[src/rtl/smao_pkg.sv]
`timescale 1ns / 1ps
`default_nettype none
// ----------------------------------------------------------------------------
// smao_pkg: shared types and constants
// Sample type, axis counts and control register map of the six-axis
// moving-average filter with gyroscope offset removal.
// ----------------------------------------------------------------------------
package smao_pkg;

   // sample geometry
   localparam int DATA_W      = 16;
   localparam int AXES        = 6;
   localparam int ACCEL_AXES  = 3;
   localparam int ROW_W       = DATA_W * AXES;

   // control port geometry
   localparam int CSR_ADDR_W  = 4;
   localparam int CSR_DATA_W  = 32;

   typedef logic signed [DATA_W-1:0] sample_type;

   // control register index (byte address / 4)
   typedef enum logic [1:0] {
      REG_GYRO_OFFSET_X = 2'd0,
      REG_GYRO_OFFSET_Y = 2'd1,
      REG_GYRO_OFFSET_Z = 2'd2
   } csr_index_type;

endpackage
`default_nettype wire

[src/rtl/smao_mean_div.sv]
`timescale 1ns / 1ps
`default_nettype none
// ----------------------------------------------------------------------------
// smao_mean_div: window sum divided by the window length
// Signed division by a constant, truncated toward zero, done as a
// reciprocal multiply (registered) followed by a one-step correction.
// ----------------------------------------------------------------------------
module smao_mean_div #(
   parameter int WINDOW = 10,
   localparam int SUM_W = smao_pkg::DATA_W + $clog2(WINDOW)
) (
   input  logic                    clock,
   input  logic                    en,
   input  logic signed [SUM_W-1:0] sum_i,
   output smao_pkg::sample_type    mean_o
);
   import smao_pkg::*;

   localparam int SHIFT  = SUM_W;
   localparam int PROD_W = SHIFT + DATA_W;
   localparam logic [SUM_W-1:0] RECIP = SUM_W'((64'd1 << SHIFT) / WINDOW);

   logic [SUM_W-1:0]  sum_u;
   logic              neg;
   logic [SUM_W-1:0]  mag;
   logic [PROD_W-1:0] prod_in;

   logic [PROD_W-1:0] prod_ff;
   logic [SUM_W-1:0]  mag_ff;
   logic              neg_ff;

   logic [DATA_W-1:0] q_est;
   logic [SUM_W-1:0]  q_times_w;
   logic [SUM_W-1:0]  rem;
   logic [DATA_W-1:0] q_fix;

   // magnitude and reciprocal product
   always_comb begin
      sum_u   = sum_i;
      neg     = sum_i[SUM_W-1];
      mag     = neg ? (~sum_u + SUM_W'(1)) : sum_u;
      prod_in = PROD_W'((2*SUM_W)'(mag) * (2*SUM_W)'(RECIP));
   end

   always_ff @(posedge clock) begin
      if (en) begin
         prod_ff <= prod_in;
         mag_ff  <= mag;
         neg_ff  <= neg;
      end
   end

   // quotient estimate is at most one low; fix it and restore the sign
   always_comb begin
      q_est     = prod_ff[SHIFT +: DATA_W];
      q_times_w = SUM_W'(q_est) * SUM_W'(WINDOW);
      rem       = mag_ff - q_times_w;
      q_fix     = (rem >= SUM_W'(WINDOW)) ? (q_est + DATA_W'(1)) : q_est;
      mean_o    = neg_ff ? sample_type'(~q_fix + DATA_W'(1)) : sample_type'(q_fix);
   end

endmodule
`default_nettype wire

[config.mk]
export PLATFORM = sky130hd
export DESIGN_NAME = smao_mean_div
export DESIGN_NICKNAME = d
export VERILOG_FILES = /design/src/rtl/smao_pkg.sv /design/src/rtl/smao_mean_div.sv
export SDC_FILE = /design/constraint.sdc
export NUM_CORES = 1
export LEC_CHECK = 0
export ABC_AREA = 1
export BUFFER_PORTS_ARGS = -buffer_cell sky130_fd_sc_hd__buf_2
export CORE_UTILIZATION = 35
export DETAILED_ROUTE_END_ITERATION = 8
export PLACE_DENSITY = 0.55
export SLEW_MARGIN = 20
export SYNTH_ARGS = -nofsm -noshare
export SYNTH_HDL_FRONTEND = slang
export SYNTH_SLANG_ARGS = --single-unit
[constraint.sdc]
create_clock -name clock -period 11.9 [get_ports clock]
set_input_delay 1.19 -clock clock [delete_from_list [all_inputs] [get_ports clock]]
set_output_delay 1.19 -clock clock [all_outputs]
set_load 0.005 [all_outputs]
* Word level (Yosys, flattened, before mapping)
Index checks and enable logic that the tools add are counted.
** Word-level totals
- Bits in registers :: 57
- Latch bits :: 0
- Bits in writable memories :: 0
- Memory bits (read-only) :: 0
- Input bits :: 22
- Memories :: 0
** Operators by class
- Add/subtract/negate cells :: 4
- $mul :: 2
- Div/mod/pow operators :: 0
- $lt $le $gt $ge :: 1
- Eq/ne operators :: 0
- Shift-type cells :: 0
- Muxes and demuxes :: 3
- Bitwise gates (word level) :: 2
- Reduce and logical (&&, ||, !) cells :: 0
** Operator list (count)
- $mul A20 B17 Y36 const B :: 1
- $add A16 B1 Y16 const B :: 2
- $mux W16 :: 2
- $add A20 B1 Y20 const B :: 1
- $ge A20 B4 Y1 const B :: 1
- $mux W20 :: 1
- $not A20 Y20 :: 1
- $sub A20 B20 Y20 :: 1
- $mul A16 B3 Y19 const B :: 1
- $not A16 Y16 :: 1

* Logic depth before layout (Yosys ltp)
- Depth in word-level cells :: 7
- Mapped depth :: 40
- Gate-level depth less buffers :: 40

* Worst setup path after synthesis
Ideal clock, no wire load.
- Path type :: input -> register
- Start :: input port sum_i[2]
- End :: register prod_ff[35], data pin
- Data arrival time :: 7.147 ns
- Data required time :: 11.640 ns
- Slack :: 4.494 ns
- Cell stages on the path :: 28
- Buffers on the path :: 0
- Path through :: nor3_1 nor3b_1 inv_1 nor3_1 inv_1 nor3_1 nor3b_1 nand2_1 nor2_1 inv_1 nor4_1 ha_1 ha_1 fa_1 fa_1 inv_1 fa_1 fa_1 inv_1 ha_1 a21oi_1 inv_1 a21oi_1 inv_1 nor3_1 nor2_1 a31oi_1 xnor2_1
** On the way
- Longest elaborated chain between the ends :: 4
** RTL lines
- from (decl) :: line smao_mean_div.sv:14 : input logic signed [SUM_W-1:0] sum_i,
- $not A20 Y20 :: line smao_mean_div.sv:41 : mag = neg ? (~sum_u + SUM_W'(1)) : sum_u;
- $add A20 B1 Y20 :: line smao_mean_div.sv:41
- $mux W20 :: line smao_mean_div.sv:41
- via mag[19] :: line smao_mean_div.sv:25 : logic [SUM_W-1:0] mag;
- $mul A20 B17 Y36 :: line smao_mean_div.sv:42 : prod_in = PROD_W'((2*SUM_W)'(mag) * (2*SUM_W)'(RECIP));
- via prod_in[35] :: line smao_mean_div.sv:26 : logic [PROD_W-1:0] prod_in;
- to (signal assigned) :: line smao_mean_div.sv:47 : prod_ff <= prod_in;
- to (decl) :: line smao_mean_div.sv:28 : logic [PROD_W-1:0] prod_ff;
The timed path passes the listed nets, and every way through them passes these cells.
A chain may end at the register's enable or synchronous reset.

* Worst setup path after layout
- Start :: input port sum_i[2]
- End :: register prod_ff[26], data pin
Same word-level chain as after synthesis.

==> summary.md <==
| Metric | Value |
|---|---|
| Buffer levels on the longest clock path | `2` |
| Sequential-to-total area share from yosys stat | `around a tenth` |
| Final Cycle Share | `68.8%` |
| CTS clk-pin slew, worst paths | `around 0.050 ns` |
| WP data arrival | `8.21 ns` |
| Clk sink count | `36` |
| Most common cell in the netlist | `inv_1` |
| Initial antenna violation count | `0` |
| Pre-Repair DR Iteration Count | `6` |
| CP top delay family | `adder cells` |
| Commonest cells post-synth | `inv_1, nand2_1, ha_1` |
| Largest net degree at the start of global routing | `37` |
| Port Buf Inserts | `37` |
| Tot GR Track Use | `a little under a fifth` |
| Synth Cell Area | `~11000 sq um` |
| Worst-margin pin slew | `between 1 and 1.5 ns` |
| Crit path kind | `input pin to flop` |
| Layer with the highest usage | `met2` |
| I/O pin count | `38` |
| Fmax | `approximately 0.12 GHz` |
| Seq cells post-synth | `36` |
| DRC Markers | `0` |
| Drt total wl | `about 27 mm` |
| Cts repair resizes | `0` |
| Worst Hold Class | `input pin to flop` |
| Critical Path RT | `11.92 ns` |
| Final setup viols | `0` |
| NumNets Final | `1761` |
| Unique masters post-synth | `43` |
| ANT cells | `0` |
| Crit path launch type | `input pin` |
| CTS Buf Count | `5` |
| H-Tree Depth | `2` |
| Synth async-reset ratio | `0%` |
| Root Buffer | `clkbuf_16` |
| Yosys top cell area share | `22.3%` |
| Die area | `30900 sq um` |
| Warnings, synthesis | `0` |
| Placed insts | `around 1800` |
| Period minus WS final | `around 8.2 ns` |
| Area after DPL | `11200 sq um` |
| Mapped Avg Cell Area | `7.56 sq um` |
| Non-Filler Instances | `1831` |
| Ys flop type | `edfxtp_1` |
| Number of global-route vias before repair | `about 9000` |
| Hpwl dp | `between 20 and 25 mm` |
| Cell row count | `between 60 and 70` |
| Vias/cell | `approximately 4.8` |
| Fin. Hold Viols | `0` |
| Final Max Slew Viols | `0` |
| Max_cap viols | `0` |
| Total number of vias | `roughly 9000` |
| Met3 usage | `1.10%` |
| Share of layout cells above drive strength 1 | `under 10%` |
| RSZ-0062 raised after global routing | `no` |
| CP peak stage delay | `0.55 ns` |
| Cells after Synth | `1400` |
| Core area | `29700 sq um` |
| CTS tree | `built` |
| Synth area leaders | `ha_1, fa_1, inv_1` |
| Final Cell Area | `11400 sq um` |
| CP max FO | `5` |
| Wire per inst | `14.8 microns` |
| Run status | `complete, no violations` |
| Drt initial violations | `around 460` |
| RD Place Congestion | `between 0.8 and 0.9` |
| Post-CTS setup buffers | `0` |
| GRT overflow | `0` |
| Die Y | `between 150 and 200 microns` |
| Mapped Nets | `1721` |
| First-pass GRT wire length | `45.4 mm` |
| Hold_buf cts | `0` |
| Syn-to-layout area delta | `7.76%` |
| Die width | `176 microns` |
| Met2 Resource Use GR | `between 30% and 40%` |
| EDFF count, synth | `36` |
| Setup crit end kind | `flop` |
| Bufs and invs on worst path | `5` |
| Synth area leader | `ha_1` |
| Fin Setup TNS | `0 ns` |
| Starting density of the core | `approximately 36%` |
| Hold Slack | `between 1 and 1.5 ns` |
| Antenna viol nets, final | `0` |
| Met1 Usage GRT | `around 24%` |
| Worst path slowest cell | `fa_1` |
| Normalized max-slew margin | `25.7%` |
==> sequential cells by signal (all words and copies together) (netlist names) <==
register and count:
prod_ff 18, mag_ff 17, neg_ff 1
==> path summary, 6_finish.rpt <==
kind | start | endpoint | depth (start not counted)
worst min-delay path | sum_i[19] | neg_ff | 1
worst max-delay path | sum_i[2] | prod_ff[26] | 28
==> cells in the final DEF (no fill, tap or decap), types with 3 or more instances in the layout <==
| cell type | instances |
|---|---|
| inv_1 | 329 |
| nand2_1 | 295 |
| ha_1 | 189 |
| fa_1 | 110 |
| nor2_1 | 99 |
| nand3_1 | 62 |
| a21oi_1 | 60 |
| xor2_1 | 48 |
| buf_2 | 37 |
| edfxtp_1 | 36 |
| o21ai_0 | 24 |
| nand4_1 | 23 |
| xnor2_1 | 19 |
| nor3_1 | 18 |
| nand2_2 | 14 |
| o21bai_1 | 8 |
| nand3_2 | 7 |
| inv_2 | 6 |
| nor2_4 | 6 |
| a31oi_1 | 5 |
| nor4_1 | 5 |
| nand3b_1 | 5 |
| clkbuf_16 | 5 |
| a21oi_2 | 3 |
| nor2_2 | 3 |
==> routing by layer <==
layer / part of all wire, % / vias to the layer above / wire length, microns
li1: - / 4481 / -
met1: 46 / 4102 / 12500
met2: 50 / 139 / 13500
met3: 2.5 / 27 / 685
met4: 1.7 / 0 / 463
met5: 0 / - / 0
==> kinds of logic after synthesis <==
| family | after synthesis | synth area share, % |
|---|---|---|
| xor+xnor | 67 | 5.55 |
| buf+inv | 340 | 12.1 |
| compound gates | 112 | 6.09 |
| fa+ha+maj | 299 | 43.2 |
| simple gates | 546 | 22.9 |
| flops | 36 | 10.2 |
==> metrics by stage <==
stage	worst slack, ns	util [%]
after detailed placement	3.48	37.8
final	3.71	38.4
after CTS	3.73	38.4
after global placement	3.58	37.8
after floorplan	4.49	-
after global routing	3.18	38.4
==> area by class of cell <==
| class | instances | area [sq um] |
|---|---|---|
| fillers | 3066 | 18300 |
| well taps | 390 | 488 |
| clock buffers | 5 | 125 |
| multi-input cells | 1024 | 8220 |
| clock inverters | 3 | 42.5 |
| inverters | 335 | 1260 |
| repair buffers | 38 | 193 |
| flip-flops and latches | 36 | 1080 |
Power is left out: the tool's default activity adds up to more than one toggle a clock period on the data nets, which glitch-free logic cannot reach.
